## src/hw/rtl/grr_pkg.sv

```systemverilog
// Shared types, constants and the 5x8 font table for the glyph row rasterizer.
// No dependencies; every other file refers to this package by scoped names.
`default_nettype none

package grr_pkg;

   localparam int unsigned ROWS        = 10;
   localparam int unsigned GLYPH_H     = 8;
   localparam int unsigned GLYPH_W     = 5;
   localparam int unsigned ADVANCE     = 6;
   localparam int unsigned FIRST_CODE  = 31;
   localparam int unsigned LAST_CODE   = 126;
   localparam int unsigned QMARK_INDEX = 32;   // '?' minus the first code
   localparam int unsigned ROW_W       = 4;
   localparam int unsigned QUEUE_DEPTH = 2;    // power of two: pointers wrap freely
   localparam int unsigned QPTR_W      = $clog2(QUEUE_DEPTH);
   localparam int unsigned QCNT_W      = $clog2(QUEUE_DEPTH + 1);

   typedef enum logic [1:0] {
      KIND_STOP,        // one clipped beat, masks zero
      KIND_EDGE_LEAD,   // ten clipped beats carrying the leading spacing column
      KIND_DRAW_LEAD,   // ten beats, 7-pixel segment with leading spacing
      KIND_DRAW_NEXT    // ten beats, 6-pixel segment
   } kind_type;

   typedef struct packed {
      logic        mode;
      logic [7:0]  char_code;
      logic [8:0]  start_x;
      logic [7:0]  start_y;
      logic [15:0] fore_color;
      logic [15:0] back_color;
      logic        fore_clear;
      logic        back_clear;
      logic        swap_colors;
   } req_type;

   typedef struct packed {
      logic [8:0]  seg_x;
      logic [7:0]  seg_y;
      logic [6:0]  write_mask;
      logic [6:0]  fore_mask;
      logic [15:0] out_fore;
      logic [15:0] out_back;
      logic        clipped;
      logic        last;
   } rsp_type;

   // Column 0 of the glyph sits in the top byte.
   typedef struct packed {
      kind_type    kind;
      logic [8:0]  seg_x;
      logic [7:0]  seg_y;
      logic [39:0] glyph;
      logic [15:0] fore;
      logic [15:0] back;
      logic        fore_clear;
      logic        back_clear;
   } cmd_type;

   function automatic logic [39:0] glyph_cols(input logic [6:0] idx);
      logic [39:0] g;
      case (idx)
         7'd0:  g = 40'hFF_FF_FF_FF_FF;
         7'd1:  g = 40'h00_00_00_00_00;
         7'd2:  g = 40'h00_6F_6F_00_00;
         7'd3:  g = 40'h05_03_00_05_03;
         7'd4:  g = 40'h14_3E_14_3E_14;
         7'd5:  g = 40'h2E_2A_7F_2A_3A;
         7'd6:  g = 40'h43_33_08_66_61;
         7'd7:  g = 40'h36_49_55_22_58;
         7'd8:  g = 40'h00_05_03_00_00;
         7'd9:  g = 40'h00_3C_42_81_00;
         7'd10: g = 40'h00_81_42_3C_00;
         7'd11: g = 40'h28_10_7C_10_28;
         7'd12: g = 40'h08_08_3E_08_08;
         7'd13: g = 40'h00_A0_60_00_00;
         7'd14: g = 40'h08_08_08_08_08;
         7'd15: g = 40'h00_60_60_00_00;
         7'd16: g = 40'hC0_30_0C_03_00;
         7'd17: g = 40'h3E_51_49_45_3E;
         7'd18: g = 40'h44_42_7F_40_40;
         7'd19: g = 40'h42_61_51_49_46;
         7'd20: g = 40'h22_41_49_49_36;
         7'd21: g = 40'h0F_08_08_08_7F;
         7'd22: g = 40'h27_45_45_45_39;
         7'd23: g = 40'h3E_49_49_49_32;
         7'd24: g = 40'h01_01_61_19_07;
         7'd25: g = 40'h36_49_49_49_36;
         7'd26: g = 40'h26_49_49_49_3E;
         7'd27: g = 40'h00_36_36_00_00;
         7'd28: g = 40'h00_56_36_00_00;
         7'd29: g = 40'h08_14_22_41_00;
         7'd30: g = 40'h14_14_14_14_14;
         7'd31: g = 40'h41_22_14_08_00;
         7'd32: g = 40'h02_01_51_09_06;
         7'd33: g = 40'h3C_42_5A_52_4C;
         7'd34: g = 40'h7E_09_09_09_7E;
         7'd35: g = 40'h7F_49_49_49_36;
         7'd36: g = 40'h3E_41_41_41_22;
         7'd37: g = 40'h7F_41_41_22_1C;
         7'd38: g = 40'h7F_49_49_49_49;
         7'd39: g = 40'h7F_09_09_09_09;
         7'd40: g = 40'h3E_41_49_49_3A;
         7'd41: g = 40'h7F_08_08_08_7F;
         7'd42: g = 40'h41_41_7F_41_41;
         7'd43: g = 40'h31_41_41_3F_01;
         7'd44: g = 40'h7F_08_14_22_41;
         7'd45: g = 40'h7F_40_40_40_40;
         7'd46: g = 40'h7F_02_04_02_7F;
         7'd47: g = 40'h7F_02_04_08_7F;
         7'd48: g = 40'h3E_41_41_41_3E;
         7'd49: g = 40'h7F_09_09_09_06;
         7'd50: g = 40'h3E_41_51_21_5E;
         7'd51: g = 40'h7F_09_19_29_46;
         7'd52: g = 40'h26_49_49_49_32;
         7'd53: g = 40'h01_01_7F_01_01;
         7'd54: g = 40'h3F_40_40_40_3F;
         7'd55: g = 40'h0F_30_40_30_0F;
         7'd56: g = 40'h1F_60_1C_60_1F;
         7'd57: g = 40'h63_14_08_14_63;
         7'd58: g = 40'h03_04_78_04_03;
         7'd59: g = 40'h61_51_49_45_43;
         7'd60: g = 40'h00_FF_81_81_00;
         7'd61: g = 40'h03_0C_30_C0_00;
         7'd62: g = 40'h00_81_81_FF_00;
         7'd63: g = 40'h04_02_01_02_04;
         7'd64: g = 40'h40_40_40_40_40;
         7'd65: g = 40'h00_01_02_04_00;
         7'd66: g = 40'h38_44_44_24_78;
         7'd67: g = 40'h7F_48_44_44_38;
         7'd68: g = 40'h38_44_44_44_44;
         7'd69: g = 40'h38_44_44_48_7F;
         7'd70: g = 40'h38_54_54_54_18;
         7'd71: g = 40'h08_08_7E_09_09;
         7'd72: g = 40'h18_A4_A4_A4_78;
         7'd73: g = 40'h7F_08_04_04_78;
         7'd74: g = 40'h00_44_7D_40_00;
         7'd75: g = 40'h40_80_80_7D_00;
         7'd76: g = 40'h7F_10_28_44_00;
         7'd77: g = 40'h00_41_7F_40_00;
         7'd78: g = 40'h7C_04_78_04_78;
         7'd79: g = 40'h7C_08_04_04_78;
         7'd80: g = 40'h38_44_44_44_38;
         7'd81: g = 40'hFC_24_24_24_18;
         7'd82: g = 40'h18_24_24_24_F8;
         7'd83: g = 40'h7C_08_04_04_08;
         7'd84: g = 40'h48_54_54_54_24;
         7'd85: g = 40'h04_04_3E_44_44;
         7'd86: g = 40'h3C_40_40_20_7C;
         7'd87: g = 40'h1C_20_40_20_1C;
         7'd88: g = 40'h1C_60_1C_60_1C;
         7'd89: g = 40'h44_28_10_28_44;
         7'd90: g = 40'h1C_A0_A0_A0_7C;
         7'd91: g = 40'h44_64_54_4C_44;
         7'd92: g = 40'h00_08_76_81_00;
         7'd93: g = 40'h00_00_FF_00_00;
         7'd94: g = 40'h00_81_76_08_00;
         7'd95: g = 40'h08_04_08_10_08;
         default: g = 40'h00_00_00_00_00;
      endcase
      return g;
   endfunction

endpackage

`default_nettype wire

```

## src/hw/rtl/grr_back.sv

```systemverilog
// Back end: steps the head command's ten rows (one for a stop) into the output
// register, one beat a cycle unless pop stalls it. Depends on grr_pkg.
`default_nettype none

module grr_back (
   input  wire                 clock,
   input  wire                 reset,
   input  wire                 cmd_valid,
   input  grr_pkg::cmd_type    cmd_data,
   output logic                cmd_done,
   output logic                empty,
   input  wire                 pop,
   output grr_pkg::rsp_type    rsp_data
);

   logic [grr_pkg::ROW_W-1:0] row_ff, row_in;
   logic                      valid_ff, valid_in;
   grr_pkg::rsp_type          rsp_ff, rsp_in;

   logic                      advance;
   logic                      final_row;
   logic [grr_pkg::ROW_W-1:0] row_m1;
   logic                      glyph_row;
   logic [4:0]                col_bits;
   logic [6:0]                fm;
   logic [6:0]                span;
   logic [6:0]                wm;
   logic                      lead;

   always_comb begin
      advance   = cmd_valid & (~valid_ff | pop);
      row_m1    = row_ff - 1'b1;
      glyph_row = (row_ff >= grr_pkg::ROW_W'(1)) &
                  (row_ff <= grr_pkg::ROW_W'(grr_pkg::GLYPH_H));
      for (int i = 0; i < 5; i++) begin
         col_bits[i] = glyph_row & cmd_data.glyph[39 - 8*i - 7 + int'(row_m1[2:0])];
      end

      lead = (cmd_data.kind == grr_pkg::KIND_DRAW_LEAD);
      fm   = lead ? {1'b0, col_bits, 1'b0} : {2'b00, col_bits};
      span = lead ? 7'h7F : 7'h3F;
      wm   = (cmd_data.fore_clear ? 7'h00 : fm) | (cmd_data.back_clear ? 7'h00 : (span & ~fm));

      final_row = (row_ff == grr_pkg::ROW_W'(grr_pkg::ROWS - 1));

      rsp_in.seg_x    = cmd_data.seg_x;
      rsp_in.seg_y    = cmd_data.seg_y + 8'(row_ff);
      rsp_in.out_fore = cmd_data.fore;
      rsp_in.out_back = cmd_data.back;
      case (cmd_data.kind)
         grr_pkg::KIND_STOP: begin
            rsp_in.write_mask = 7'h00;
            rsp_in.fore_mask  = 7'h00;
            rsp_in.clipped    = 1'b1;
            final_row         = 1'b1;
         end
         grr_pkg::KIND_EDGE_LEAD: begin
            rsp_in.write_mask = {6'h00, ~cmd_data.back_clear};
            rsp_in.fore_mask  = 7'h00;
            rsp_in.clipped    = 1'b1;
         end
         default: begin
            rsp_in.write_mask = wm;
            rsp_in.fore_mask  = fm;
            rsp_in.clipped    = 1'b0;
         end
      endcase
      rsp_in.last = final_row;

      cmd_done = advance & final_row;

      row_in   = row_ff;
      valid_in = valid_ff;
      if (advance) begin
         valid_in = 1'b1;
         row_in   = final_row ? '0 : row_ff + 1'b1;
      end else if (pop) begin
         valid_in = 1'b0;
      end

      empty    = ~valid_ff;
      rsp_data = rsp_ff;
   end

   always_ff @(posedge clock) begin
      if (advance) begin
         rsp_ff <= rsp_in;
      end
   end

   always_ff @(posedge clock) begin
      if (reset) begin
         row_ff   <= '0;
         valid_ff <= 1'b0;
      end else begin
         row_ff   <= row_in;
         valid_ff <= valid_in;
      end
   end

endmodule

`default_nettype wire

```

## config.mk

```make
export PLATFORM = sky130hd
export DESIGN_NAME = grr_back
export DESIGN_NICKNAME = d
export VERILOG_FILES = /design/src/hw/rtl/grr_pkg.sv /design/src/hw/rtl/grr_back.sv
export SDC_FILE = /design/constraint.sdc
export NUM_CORES = 1
export LEC_CHECK = 0
export ABC_AREA = 0
export BUFFER_PORTS_ARGS = -buffer_cell sky130_fd_sc_hd__buf_2
export CAP_MARGIN = 5
export CORE_MARGIN = 5
export CORE_UTILIZATION = 30
export DETAILED_ROUTE_END_ITERATION = 6
export PLACE_DENSITY = 0.69
export SLEW_MARGIN = 25
export SYNTH_ARGS = -nofsm -noshare
export SYNTH_HDL_FRONTEND = slang
export SYNTH_SLANG_ARGS = --single-unit
```

## constraint.sdc

```tcl
create_clock -name clock -period 4.1 [get_ports clock]
set_input_delay 0.82 -clock clock [delete_from_list [all_inputs] [get_ports clock]]
set_output_delay 0.82 -clock clock [all_outputs]
set_load 0.01 [all_outputs]
```

==> summary.txt <==
Detailed routing
  – Via count: 2086
  – DRC Markers: 0
  – Antenna-violating nets left: 0
  – Met3 WL post-DR: 757 um
  – Initial drt markers: 93
  – Highest Signal Layer: met4
  – Routed wire length: 7.173 mm
  – Drt pass-1 iters: 4
  – Met2 WL post-DR: 3.371 mm
  – M1 wire length: 2.940 mm
  – Average wire per standard cell: 14.61 um
  – Routed vias/inst: 4.248

Worst setup path
  – Reg2reg end: rsp_data[41]
  – Crit Path Max Fanout: 23
  – Flop-to-flop setup slack: 960 ps
  – R2r worst-path depth: 7
  – Slowest-stage cell, CP: ha_1
  – CP Data Required Time: 4180 ps
  – WS Path Type: flip-flop to flip-flop
  – Worst Path Buf+Inv: 1
  – Critical path data arrival time: 3220 ps
  – Delay-heaviest family, CP: adder cells
  – Startpoint types: flip-flop
  – Crit path depth: 7
  – R2r startpoint: row_ff[0]
  – CP peak stage delay: 970 ps
  – Critical Path, Cell by Cell: inv_2, ha_1, mux2i_1, mux4_1, or2_2, nor2_1, o2bb2ai_1
  – Crit. End Element: flip-flop

Timing
  – Fin. Hold Viols: 0
  – Max Freq: 318.8 MHz
  – RSZ-0062 raised after global routing: false
  – Period minus WS final: 3137 ps
  – Worst slew margin: 35.16%
  – Slew @ Worst Pin: 972.6 ps
  – Final setup fails: 0
  – TNS Setup: 0 ps
  – Fin. max-slew vios: 0
  – Final worst path period share: 76.51%
  – Worst Skew: 7.555 ps

Global route
  – Largest net degree at the start of global routing: 70
  – First-pass GRT wire length: 10.83 mm
  – Number of global-route vias before repair: 2201
  – Initial antenna violation count: 0
  – Total track usage: 11.90%
  – Grt ovf: 0

Pwr
  – Leakage Power: 1.815 nW
  – PnR Total Power: 1.595 mW
  – Peak VDD IR: 0.1103 mV
  – Power per cell area: 389.0 nW/um^2

Floorplanning
  – Chip Height: 110.2 um
  – Core area: 9774 sq um
  – Ports: 164
  – Die width: 110.2 um
  – Die ar.: 12150 sq um
  – Number of cell rows: 36
  – Initial Util: 30.84%

Clock tree
  – Clock latency at the later pin of the worst-skew pair: 330 ps
  – Number of H-tree levels: 3
  – Post-CTS Setup Bufs: 0
  – CTS sink count: 69
  – Cts repair resizes: 0
  – CTS tree: built
  – CTS Hold Bufs: 0
  – Root buffer cell: clkbuf_8
  – Max Root-Sink Buffers: 2
  – Cts bufs inserted: 9
  – CTS clk-pin slew, worst paths: 70 ps

Finish
  – Share of post-route cells with drive strength above 1: 51.68%
  – Area Overhead vs Synth: 36.07%
  – Fin nets: 458
  – Antenna diode count: 0

Synth
  – Mapped Area: 3014 sq um
  – Synth Area per Inst: 16.29 sq um
  – Compound-Gate Fraction of Synth Area: 3.611%
  – Largest family of logic cells by synthesized area: multiplexers
  – Cell variety after synth: 40
  – Mapped Nets: 290
  – Register area share after synthesis: 67.08%
  – Simple-gate share of the synthesized area: 7.472%
  – Post-synth EDFFs: 64
  – Synth Area in XOR/XNOR: 2.906%
  – Adder and majority gate portion of the synthesized area: 3.570%
  – Post-Syn Instances: 185
  – Post-synthesis mux area share: 12.33%
  – Ys Warns: 0
  – Asr flop ratio synth: 0%
  – Top_reg_cell synth: edfxtp_1
  – Synthesis-stage register bit count: 69

Placed design
  – Port bufs: 162
  – Placer Congestion: 0.7680
  – Hpwl dp: 5.724 mm

Hold path
  – Hold/Removal Path Class: flip-flop to flip-flop
  – Hold path start: valid_ff
  – WHS Endpoint: valid_ff
  – Hold Path Stages: 2

Job
  – Max Cap Viol: 0

Run status
  – Status: finished, final reports clean
## worst register-to-register path: stages, from the launching register on
cell,delay [ps]
dfxtp_1,520
inv_2,160
ha_1,970
mux2i_1,180
mux4_1,580
or2_2,310
nor2_1,90
o2bb2ai_1,70
## placed cells by master, fill, tap and decap left out, drive strengths merged, types with 2 or more instances in the layout
cell / instances
nor2: 9
xor2: 4
nor3: 2
inv: 7
and2: 3
nor2b: 5
a2111oi: 2
clkbuf: 13
nand2b: 3
or2: 2
a21oi: 4
mux2i: 27
mux4: 4
edfxtp: 64
and2b: 2
nand3: 2
a211oi: 2
o21ai: 2
a21o: 2
dfxtp: 5
clkinv: 3
nand2: 6
ha: 7
buf: 163
xnor2: 6
## registers in the layout (all words and copies together) (netlist names)
name      cells
valid_ff      1
row_ff        4
rsp_data     64
## how the worst max path moves through the flow
stage	startpoint	endpoint	slack, ps
after detailed placement	row_ff[0]	rsp_data[41]	980
after global routing	row_ff[0]	rsp_data[42]	740
final	row_ff[0]	rsp_data[41]	960
after floorplan	pop	cmd_done	1020
after CTS	row_ff[0]	rsp_data[41]	970
after global placement	row_ff[0]	rsp_data[41]	1070
## synth_stat cells (2+ instances only)
master	n	area share [%]
edfxtp_1	64	64
mux2i_1	27	9.0
nor2_1	9	1.1
ha_1	7	2.9
inv_1	6	0.75
nand2_1	6	0.75
xnor2_1	6	1.7
dfxtp_1	5	3.3
nor2b_1	5	1.0
a21oi_1	4	0.66
xor2_1	4	1.2
mux4_1	3	2.6
nand2b_1	3	0.62
a2111oi_0	2	0.58
a21o_1	2	0.50
and2_1	2	0.42
and2b_2	2	0.58
clkbuf_1	2	0.25
nand3_1	2	0.33
nor3_1	2	0.33
o21ai_0	2	0.33
or2_2	2	0.42
## power breakdown
part	switching, mW	internal, mW	leakage, nW
Combinational	0.151	0.142	1.07
Sequential	0.0138	0.827	0.665
Clock	0.229	0.233	0.0848
Total	0.394	1.20	1.82
## final cells by class
| class | count | area [sq um] |
|---|---|---|
| clock buffer | 13 | 148.9 |
| clock inverter | 3 | 13.76 |
| fill | 939 | 5673 |
| inverter | 7 | 26.28 |
| multi-input combinational | 103 | 905.9 |
| sequential | 69 | 2022 |
| tap | 133 | 166.4 |
| timing repair buffer | 163 | 818.3 |
## stage by stage
stage | instances | utilization, % | setup WS [ps] | cell area [sq um] | hold slack (ps)
6_report | 491 | 41.96 | 963.0 | 4101 | 504.6
5_1_grt | 491 | 41.96 | 737.6 | 4101 | 525.3
4_1_cts | 491 | 41.96 | 966.2 | 4101 | 499.2
3_5_place_dp | 475 | 40.30 | 975.1 | 3939 | 488.1
3_3_place_gp | 475 | 40.30 | 1075 | 3939 | 485.9
2_1_floorplan | 185 | - | 1023 | 3015 | 458.7
## per-layer routing
layer	vias up	global-route usage, %
met2	112	19.93
met1	939	14.01
met3	7	3.553
met5	-	0
li1	1028	-
met4	0	5.541
## cell families after synthesis
| group | after synthesis |
|---|---|
| xor gates and xnor gates | 10 |
| muxes | 31 |
| and+or+nand+nor | 38 |
| AOI/OAI and AO/OA | 15 |
| DFF | 69 |
| buffers and inverters | 13 |
| adders and majority gates | 8 |
| other | 1 |
(Power assumes the default switching activity.)
