--- src/hw/rtl/grr_pkg.sv ---
// Shared types, constants and the 5x8 font table for the glyph row rasterizer.
// No dependencies; every other file refers to this package by scoped names.
`default_nettype none

package grr_pkg;

   localparam int unsigned ROWS        = 10;
   localparam int unsigned GLYPH_H     = 8;
   localparam int unsigned GLYPH_W     = 5;
   localparam int unsigned ADVANCE     = 6;
   localparam int unsigned FIRST_CODE  = 31;
   localparam int unsigned LAST_CODE   = 126;
   localparam int unsigned QMARK_INDEX = 32;   // '?' minus the first code
   localparam int unsigned ROW_W       = 4;
   localparam int unsigned QUEUE_DEPTH = 2;    // power of two: pointers wrap freely
   localparam int unsigned QPTR_W      = $clog2(QUEUE_DEPTH);
   localparam int unsigned QCNT_W      = $clog2(QUEUE_DEPTH + 1);

   typedef enum logic [1:0] {
      KIND_STOP,        // one clipped beat, masks zero
      KIND_EDGE_LEAD,   // ten clipped beats carrying the leading spacing column
      KIND_DRAW_LEAD,   // ten beats, 7-pixel segment with leading spacing
      KIND_DRAW_NEXT    // ten beats, 6-pixel segment
   } kind_type;

   typedef struct packed {
      logic        mode;
      logic [7:0]  char_code;
      logic [8:0]  start_x;
      logic [7:0]  start_y;
      logic [15:0] fore_color;
      logic [15:0] back_color;
      logic        fore_clear;
      logic        back_clear;
      logic        swap_colors;
   } req_type;

   typedef struct packed {
      logic [8:0]  seg_x;
      logic [7:0]  seg_y;
      logic [6:0]  write_mask;
      logic [6:0]  fore_mask;
      logic [15:0] out_fore;
      logic [15:0] out_back;
      logic        clipped;
      logic        last;
   } rsp_type;

   // Column 0 of the glyph sits in the top byte.
   typedef struct packed {
      kind_type    kind;
      logic [8:0]  seg_x;
      logic [7:0]  seg_y;
      logic [39:0] glyph;
      logic [15:0] fore;
      logic [15:0] back;
      logic        fore_clear;
      logic        back_clear;
   } cmd_type;

   function automatic logic [39:0] glyph_cols(input logic [6:0] idx);
      logic [39:0] g;
      case (idx)
         7'd0:  g = 40'hFF_FF_FF_FF_FF;
         7'd1:  g = 40'h00_00_00_00_00;
         7'd2:  g = 40'h00_6F_6F_00_00;
         7'd3:  g = 40'h05_03_00_05_03;
         7'd4:  g = 40'h14_3E_14_3E_14;
         7'd5:  g = 40'h2E_2A_7F_2A_3A;
         7'd6:  g = 40'h43_33_08_66_61;
         7'd7:  g = 40'h36_49_55_22_58;
         7'd8:  g = 40'h00_05_03_00_00;
         7'd9:  g = 40'h00_3C_42_81_00;
         7'd10: g = 40'h00_81_42_3C_00;
         7'd11: g = 40'h28_10_7C_10_28;
         7'd12: g = 40'h08_08_3E_08_08;
         7'd13: g = 40'h00_A0_60_00_00;
         7'd14: g = 40'h08_08_08_08_08;
         7'd15: g = 40'h00_60_60_00_00;
         7'd16: g = 40'hC0_30_0C_03_00;
         7'd17: g = 40'h3E_51_49_45_3E;
         7'd18: g = 40'h44_42_7F_40_40;
         7'd19: g = 40'h42_61_51_49_46;
         7'd20: g = 40'h22_41_49_49_36;
         7'd21: g = 40'h0F_08_08_08_7F;
         7'd22: g = 40'h27_45_45_45_39;
         7'd23: g = 40'h3E_49_49_49_32;
         7'd24: g = 40'h01_01_61_19_07;
         7'd25: g = 40'h36_49_49_49_36;
         7'd26: g = 40'h26_49_49_49_3E;
         7'd27: g = 40'h00_36_36_00_00;
         7'd28: g = 40'h00_56_36_00_00;
         7'd29: g = 40'h08_14_22_41_00;
         7'd30: g = 40'h14_14_14_14_14;
         7'd31: g = 40'h41_22_14_08_00;
         7'd32: g = 40'h02_01_51_09_06;
         7'd33: g = 40'h3C_42_5A_52_4C;
         7'd34: g = 40'h7E_09_09_09_7E;
         7'd35: g = 40'h7F_49_49_49_36;
         7'd36: g = 40'h3E_41_41_41_22;
         7'd37: g = 40'h7F_41_41_22_1C;
         7'd38: g = 40'h7F_49_49_49_49;
         7'd39: g = 40'h7F_09_09_09_09;
         7'd40: g = 40'h3E_41_49_49_3A;
         7'd41: g = 40'h7F_08_08_08_7F;
         7'd42: g = 40'h41_41_7F_41_41;
         7'd43: g = 40'h31_41_41_3F_01;
         7'd44: g = 40'h7F_08_14_22_41;
         7'd45: g = 40'h7F_40_40_40_40;
         7'd46: g = 40'h7F_02_04_02_7F;
         7'd47: g = 40'h7F_02_04_08_7F;
         7'd48: g = 40'h3E_41_41_41_3E;
         7'd49: g = 40'h7F_09_09_09_06;
         7'd50: g = 40'h3E_41_51_21_5E;
         7'd51: g = 40'h7F_09_19_29_46;
         7'd52: g = 40'h26_49_49_49_32;
         7'd53: g = 40'h01_01_7F_01_01;
         7'd54: g = 40'h3F_40_40_40_3F;
         7'd55: g = 40'h0F_30_40_30_0F;
         7'd56: g = 40'h1F_60_1C_60_1F;
         7'd57: g = 40'h63_14_08_14_63;
         7'd58: g = 40'h03_04_78_04_03;
         7'd59: g = 40'h61_51_49_45_43;
         7'd60: g = 40'h00_FF_81_81_00;
         7'd61: g = 40'h03_0C_30_C0_00;
         7'd62: g = 40'h00_81_81_FF_00;
         7'd63: g = 40'h04_02_01_02_04;
         7'd64: g = 40'h40_40_40_40_40;
         7'd65: g = 40'h00_01_02_04_00;
         7'd66: g = 40'h38_44_44_24_78;
         7'd67: g = 40'h7F_48_44_44_38;
         7'd68: g = 40'h38_44_44_44_44;
         7'd69: g = 40'h38_44_44_48_7F;
         7'd70: g = 40'h38_54_54_54_18;
         7'd71: g = 40'h08_08_7E_09_09;
         7'd72: g = 40'h18_A4_A4_A4_78;
         7'd73: g = 40'h7F_08_04_04_78;
         7'd74: g = 40'h00_44_7D_40_00;
         7'd75: g = 40'h40_80_80_7D_00;
         7'd76: g = 40'h7F_10_28_44_00;
         7'd77: g = 40'h00_41_7F_40_00;
         7'd78: g = 40'h7C_04_78_04_78;
         7'd79: g = 40'h7C_08_04_04_78;
         7'd80: g = 40'h38_44_44_44_38;
         7'd81: g = 40'hFC_24_24_24_18;
         7'd82: g = 40'h18_24_24_24_F8;
         7'd83: g = 40'h7C_08_04_04_08;
         7'd84: g = 40'h48_54_54_54_24;
         7'd85: g = 40'h04_04_3E_44_44;
         7'd86: g = 40'h3C_40_40_20_7C;
         7'd87: g = 40'h1C_20_40_20_1C;
         7'd88: g = 40'h1C_60_1C_60_1C;
         7'd89: g = 40'h44_28_10_28_44;
         7'd90: g = 40'h1C_A0_A0_A0_7C;
         7'd91: g = 40'h44_64_54_4C_44;
         7'd92: g = 40'h00_08_76_81_00;
         7'd93: g = 40'h00_00_FF_00_00;
         7'd94: g = 40'h00_81_76_08_00;
         7'd95: g = 40'h08_04_08_10_08;
         default: g = 40'h00_00_00_00_00;
      endcase
      return g;
   endfunction

endpackage

`default_nettype wire

--- src/hw/rtl/grr_queue.sv ---
// Short command queue between front and back end.
// Depends on grr_pkg for the command type and depth.
`default_nettype none

module grr_queue (
   input  wire                 clock,
   input  wire                 reset,
   input  wire                 wr_en,
   input  grr_pkg::cmd_type    wr_data,
   output logic                full,
   input  wire                 rd_en,
   output logic                rd_valid,
   output grr_pkg::cmd_type    rd_data
);

   grr_pkg::cmd_type                    mem_ff [grr_pkg::QUEUE_DEPTH];
   logic [grr_pkg::QPTR_W-1:0]          wr_ptr_ff, wr_ptr_in;
   logic [grr_pkg::QPTR_W-1:0]          rd_ptr_ff, rd_ptr_in;
   logic [grr_pkg::QCNT_W-1:0]          count_ff, count_in;

   always_comb begin
      full      = (count_ff == grr_pkg::QCNT_W'(grr_pkg::QUEUE_DEPTH));
      rd_valid  = (count_ff != '0);
      rd_data   = mem_ff[rd_ptr_ff];
      wr_ptr_in = wr_en ? wr_ptr_ff + 1'b1 : wr_ptr_ff;
      rd_ptr_in = rd_en ? rd_ptr_ff + 1'b1 : rd_ptr_ff;
      count_in  = count_ff + grr_pkg::QCNT_W'(wr_en) - grr_pkg::QCNT_W'(rd_en);
   end

   always_ff @(posedge clock) begin
      if (wr_en) begin
         mem_ff[wr_ptr_ff] <= wr_data;
      end
   end

   always_ff @(posedge clock) begin
      if (reset) begin
         wr_ptr_ff <= '0;
         rd_ptr_ff <= '0;
         count_ff  <= '0;
      end else begin
         wr_ptr_ff <= wr_ptr_in;
         rd_ptr_ff <= rd_ptr_in;
         count_ff  <= count_in;
      end
   end

endmodule

`default_nettype wire

--- config.mk ---
export PLATFORM = sky130hd
export DESIGN_NAME = grr_queue
export DESIGN_NICKNAME = d
export VERILOG_FILES = /design/src/hw/rtl/grr_pkg.sv /design/src/hw/rtl/grr_queue.sv
export SDC_FILE = /design/constraint.sdc
export NUM_CORES = 1
export LEC_CHECK = 0
export ABC_CLOCK_PERIOD_IN_PS = 7400
export BUFFER_PORTS_ARGS = -buffer_cell sky130_fd_sc_hd__buf_2
export CORE_MARGIN = 2
export CORE_UTILIZATION = 52
export CTS_CLUSTER_SIZE = 20
export DETAILED_ROUTE_END_ITERATION = 6
export PLACE_DENSITY = 0.79
export SLEW_MARGIN = 15
export SYNTH_ARGS = -nofsm -noshare
export SYNTH_HDL_FRONTEND = slang
export SYNTH_SLANG_ARGS = --single-unit
--- constraint.sdc ---
create_clock -name clock -period 7.4 [get_ports clock]
set_clock_uncertainty 0.1 [all_clocks]
set_input_delay 1.11 -clock clock [delete_from_list [all_inputs] [get_ports clock]]
set_output_delay 1.11 -clock clock [all_outputs]
set_load 0.1 [all_outputs]
==> results of run 1 <==
## registers in the layout, indices dropped and copies added, names as in the netlist, named ones only
register   count
rd_ptr_ff      1
count_ff       2
wr_ptr_ff      1
mem_ff       186
## cell type report
type | instances | share of cell area, %
sequential | 191 | 63.7
multi-input combinational | 107 | 16.0
timing repair buffer | 195 | 11.0
clock buffer | 21 | 5.16
tap | 180 | 2.52
clock inverter | 11 | 1.46
inverter | 2 | 0.0841
## cells in the final DEF, fill, tap and decap left out
cell type	Yosys	routed
inv_6	0	3
xnor2_1	2	2
and2_4	0	1
mux2_2	23	23
buf_4	1	4
clkbuf_16	0	17
clkbuf_1	0	2
clkinvlp_4	0	4
inv_1	2	2
clkinv_4	0	1
xnor3_1	1	1
bufinv_16	0	2
dfxtp_4	0	1
ha_1	2	2
edfxtp_1	186	186
or2_2	1	1
clkbuf_8	0	2
nor2b_1	3	2
mux2_4	70	70
nor2_1	4	4
clkinv_2	0	1
nor2b_4	0	1
dfxtp_1	5	4
buf_2	2	191
## cells in the mapped netlist
cell type / count
and2_1: 1
buf_2: 2
buf_4: 1
buf_6: 7
dfxtp_1: 5
edfxtp_1: 186
ha_1: 2
inv_1: 2
mux2_2: 23
mux2_4: 70
nor2_1: 4
nor2b_1: 3
or2_2: 1
xnor2_1: 2
xnor3_1: 1
## layer usage
metal / global-route usage [%] / part of all wire [%] / vias to the layer above
li1: - / - / 1639
met5: 0 / 0 / -
met3: 5.85 / 8.0 / 17
met4: 6.54 / 1.5 / 0
met1: 21.0 / 42 / 1737
met2: 25.9 / 48 / 150
## metrics by stage
stage | setup WS, ns | power [mW] | cells
after floorplan | 1.58 | 1.91 | 310
after global routing | 3.20 | 2.96 | 707
after global placement | 3.79 | 2.00 | 675
final | 3.35 | 2.87 | 707
after detailed placement | 3.77 | 2.01 | 675
after CTS | 3.31 | 2.90 | 707
## cells by family (layout without fill, tap and decap cells)
| logic type | Yosys count | in the layout | share of synthesized area [%] |
|---|---|---|---|
| xor+xnor | 3 | 3 | 0.555 |
| fa+ha+maj | 2 | 2 | 0.347 |
| buf+inv | 12 | 229 | 1.44 |
| flops | 191 | 191 | 78.8 |
| mux | 93 | 93 | 18.2 |
| simple gates | 9 | 9 | 0.642 |
## critical path, cell delays in order (launching register included)
cell,delay (ns)
dfxtp_4,0.74
buf_4,0.86
mux2_4,0.31
buf_2,0.43
## worst min path at each step
stage	start	end	slack (ns)	depth (start not counted)
after global routing	rd_ptr_ff	rd_ptr_ff	0.46	2
after detailed placement	rd_ptr_ff	rd_ptr_ff	0.41	2
after global placement	rd_ptr_ff	rd_ptr_ff	0.40	2
after CTS	rd_ptr_ff	rd_ptr_ff	0.43	2
after floorplan	rd_ptr_ff	register	0.38	2
final	rd_ptr_ff	rd_ptr_ff	0.42	2
## power by group through the flow
stage	Sequential (mW)	Combinational, mW	Clock [mW]
floorplan	1.31	0.603	0
global placement	1.31	0.685	0
detailed placement	1.31	0.692	0
CTS	1.29	0.694	0.912
global route	1.30	0.711	0.956
finish	1.29	0.689	0.893
==> impl_metrics.yaml, run 1 <==
sta:
  finalMaxSlewViolations: 0
  slew_headroom_pct: 33.4
  finalSetupViolCount: 0
  hold_viol: 0
  tightest_slew_ns: 1.00
  fin_tns_setup_ns: 0
  grt_setup_unrepaired: "no"
  finalCriticalPeriod_ns: 4.05
  hold_slack_ns: 0.422
  fmax_mhz: 247
  finalCritPeriodShare_pct: 54.7
pwr:
  power_frac_seq_pct: 44.9
  powerDensity_nw_per_um2: 322
  netSwitchingPower_mw: 0.940
  p_int_mw: 1.93
  clock_power_share_pct: 31.1
  ir_worst_vdd_mv: 0.192
  power.share.switching_pct: 32.7
  leakage_nw: 3.52
  pwr-share-comb_pct: 24.0
cts:
  numCtsBuffers: 17
  cts_max_path_buffers: 2
  postCtsSetupRepairBufs: 0
  clock-sinks: 191
  cts_tree: "yes"
  htreeDepth: 4
  postCtsResizedCells: 0
  cts_hold_buf: 0
  clk_latency_ns: 0.41
  clockRootBuffer: "clkbuf_16"
  cts.clk_slew.worst_paths_ns: 0.07
logic_synthesis:
  synth_top_area_share_pct: 77.5
  synth_cells: 310
  yosys_warnings: 0
  syn-cell-area_um2: 7210
  syn-num-nets: 409
  yosysSeqAreaShare_pct: 78.8
  yosysTopAreaCell: "edfxtp_1"
  synth-seq-cells: 191
  synthDistinctLibCells: 15
  synthTopCellsByArea: "edfxtp_1, mux2_4, mux2_2, dfxtp_1, buf_6"
  avgSynthCellArea_um2: 23.3
outcome:
  status: "finished, final reports clean"
critical_path:
  cp.arrival_ns: 2.84
  cp.required_ns: 6.19
  crit_path_end_kind: "output pin"
  r2r-end: "mem_ff[1][1]"
  r2r_slack_ns: 5.20
  endpoint: "rd_data[20]"
  worstPathMaxFanout: 57
  cp-start-kind: "register"
  r2r_cells: 2
  r2r-start: "wr_ptr_ff"
  criticalPathCategory: "reg -> out"
final_layout:
  drive_gt1_share_pct: 61.1
  syn2layout_area_growth_pct: 23.8
  ff_latch_area_um2: 5690
  postLayoutCellArea_um2: 8930
  multi_input_area_um2: 1430
  fillers: 937
  post-route-util_pct: 65.1
  finalNetCount: 613
  antenna_cells: 0
die:
  die_width_um: 122
  initial_core_util_pct: 52.6
  pin_count: 192
  die_h_um: 122
  core_um2: 13700
  die-area_um2: 14800
  row_count: 43
global_routing:
  antenna_found_initial: 0
  grt-ovfl-total: 0
  grt_max_degree: 58
  grt_usage_pct: 16.4
  grt_pass1_vias: 3538
  grt_pass1_wl_um: 17800
routing:
  drc: 0
  routed-via-count: 3543
  postRouteAntennaNets: 0
  wl_um: 12200
  drt_iter0_drc: 316
  first_pass_iters: 4
  avgViaCountPerCell: 5.01
  routedWlPerCell_um: 17.3
placed_design:
  io_buffers: 191
  post-dp-hpwl_um: 8210
  gp_congestion: 0.713
  place_area_um2: 8340
hold_path:
  hold_path_class: "reg -> reg"
run:
  maxCapViolations: 0
Note: power is estimated with default switching activity, not from simulation.
==> run 2: changes to the inputs <==
--- a/config.mk
+++ b/config.mk
@@ -5,7 +5,7 @@
 export SDC_FILE = /design/constraint.sdc
 export NUM_CORES = 1
 export LEC_CHECK = 0
-export ABC_CLOCK_PERIOD_IN_PS = 7400
+export ABC_CLOCK_PERIOD_IN_PS = 3900
 export BUFFER_PORTS_ARGS = -buffer_cell sky130_fd_sc_hd__buf_2
 export CORE_MARGIN = 2
 export CORE_UTILIZATION = 52
==> constraint.sdc (replaced) <==
create_clock -name clock -period 3.9 [get_ports clock]
set_clock_uncertainty 0.1 [all_clocks]
set_input_delay 0.585 -clock clock [delete_from_list [all_inputs] [get_ports clock]]
set_output_delay 0.585 -clock clock [all_outputs]
set_load 0.1 [all_outputs]
==> run 2 against run 1 <==
  * Die area is the same
  * Combinational power rose by 90%
  * Sequential power is 90% higher
  * First-iteration DRC count down 46%
  * Wire length up 0.70%
  * Final area up 0.27%
  * Critical endpoint is now rd_data[82]
  * Non-clock buffer count is 2 higher
  * Highest routed layer unchanged
  * Worst setup slack lost 2.3 ns
  * Power up 89%
  * Worst hold slack got worse by 0.17 ns
==> impl_metrics.yaml, run 2 (synthesized netlist as in run 1, its figures left out) <==
outcome:
  status: "finished, final reports clean"
routing:
  avgViaCountPerCell: 4.95
  postRouteAntennaNets: 0
  routedWlPerCell_um: 17.4
  first_pass_iters: 4
  wl_um: 12300
  routed-via-count: 3501
  drc: 0
  drt_iter0_drc: 171
sta:
  fin_tns_setup_ns: 0
  finalCriticalPeriod_ns: 2.88
  grt_setup_unrepaired: "no"
  hold_viol: 0
  tightest_slew_ns: 0.825
  hold_slack_ns: 0.254
  slew_headroom_pct: 45.0
  finalSetupViolCount: 0
  finalCritPeriodShare_pct: 73.8
  fmax_mhz: 347
  finalMaxSlewViolations: 0
final_layout:
  final_cell_mix: "buf_2, edfxtp_1, mux2_4"
  syn2layout_area_growth_pct: 24.2
  finalNetCount: 615
  largest_reg_flops: 186
  reg.largest.list: "mem_ff: 186 flops, count_ff: 2 flops"
  layout_commonest_cell: "buf_2"
  largest_register: "mem_ff"
  antenna_cells: 0
  fillers: 966
  drive_gt1_share_pct: 60.7
placed_design:
  post-dp-hpwl_um: 8340
  io_buffers: 191
  gp_congestion: 0.740
critical_path:
  crit_path_end_kind: "output pin"
  crit_chain: "buf_4, mux2_2, buf_2"
  slowest_delay_ns: 0.70
  cp.arrival_ns: 2.19
  critPathSlowestCell: "dfxtp_4"
  worstPathMaxFanout: 35
  cp.required_ns: 3.21
  cp-start-kind: "register"
  criticalPathCategory: "reg -> out"
cts:
  cts.clk_slew.worst_paths_ns: 0.06
  clk_latency_ns: 0.42
  htreeDepth: 4
  cts_hold_buf: 0
  postCtsResizedCells: 0
  cts_max_path_buffers: 2
  postCtsSetupRepairBufs: 0
  cts_tree: "yes"
  clock-sinks: 191
  clockRootBuffer: "clkbuf_16"
  numCtsBuffers: 17
die:
  initial_core_util_pct: 52.6
  die_width_um: 122
  pin_count: 192
  die_h_um: 122
  row_count: 43
  die-area_um2: 14800
  core_um2: 13700
global_routing:
  grt_pass1_wl_um: 18100
  grt_max_degree: 60
  antenna_found_initial: 0
  grt_usage_pct: 16.6
  grt_pass1_vias: 3640
  grt-ovfl-total: 0
pwr:
  ir_worst_vdd_mv: 0.316
  leakage_nw: 3.53
  powerDensity_nw_per_um2: 608
run:
  maxCapViolations: 0
hold_path:
  hold_path_class: "in -> reg"
## run 2: power breakdown
group          total (mW)  internal (mW)  switching (mW)
Sequential           2.45           2.40          0.0508
Clock                1.68          0.998           0.681
Combinational        1.31          0.288            1.03
## run 2: area by class of cell
| cell class | count | area (um2) | area share (%) |
|---|---|---|---|
| Sequential cell | 191 | 5690 | 63.5 |
| Multi-Input combinational cell | 107 | 1430 | 16.0 |
| Timing Repair Buffer | 197 | 1030 | 11.5 |
| Clock buffer | 19 | 433 | 4.84 |
| Tap cell | 180 | 225 | 2.52 |
| Clock inverter | 11 | 141 | 1.58 |
| Inverter | 2 | 7.51 | 0.0838 |
## run 2: critical path, delay by kind of cell, from the launching register on
kind | cells | cell delay [ns]
buffers and inverters | 2 | 0.70
DFF | 1 | 0.70
muxes | 1 | 0.37
## run 2: through the flow
stage                     power [mW]  area, um2  std cells  util (%)  setup slack (ns)
final                           5.44       8950        707      65.3              1.02
after global routing            5.61       8950        707      65.3             0.897
after CTS                       5.49       8950        707      65.3             0.971
after detailed placement        3.81       8380        677      61.1              1.43
after global placement          3.79       8380        677      61.1              1.45
after floorplan                 3.62       7210        310         -             0.350
## run 2: metal layers
layer / share of wire, % / GRT usage [%] / vias to the layer above
met5: 0 / 0 / -
met3: 5.9 / 4.82 / 28
met4: 3.3 / 9.63 / 0
met2: 52 / 28.5 / 129
li1: - / - / 1634
met1: 39 / 18.5 / 1710
## run 2: worst paths after layout
check / startpoint / endpoint / slack (ns) / cells past startpoint
worst max register to register: wr_ptr_ff / mem_ff[1][37] / 2.03 / 2
worst min-delay path: wr_data[92] / mem_ff[0][92] / 0.25 / 1
worst max-delay path: register / rd_data[82] / 1.02 / 3
worst min register to register: rd_ptr_ff / rd_ptr_ff / 0.45 / 2
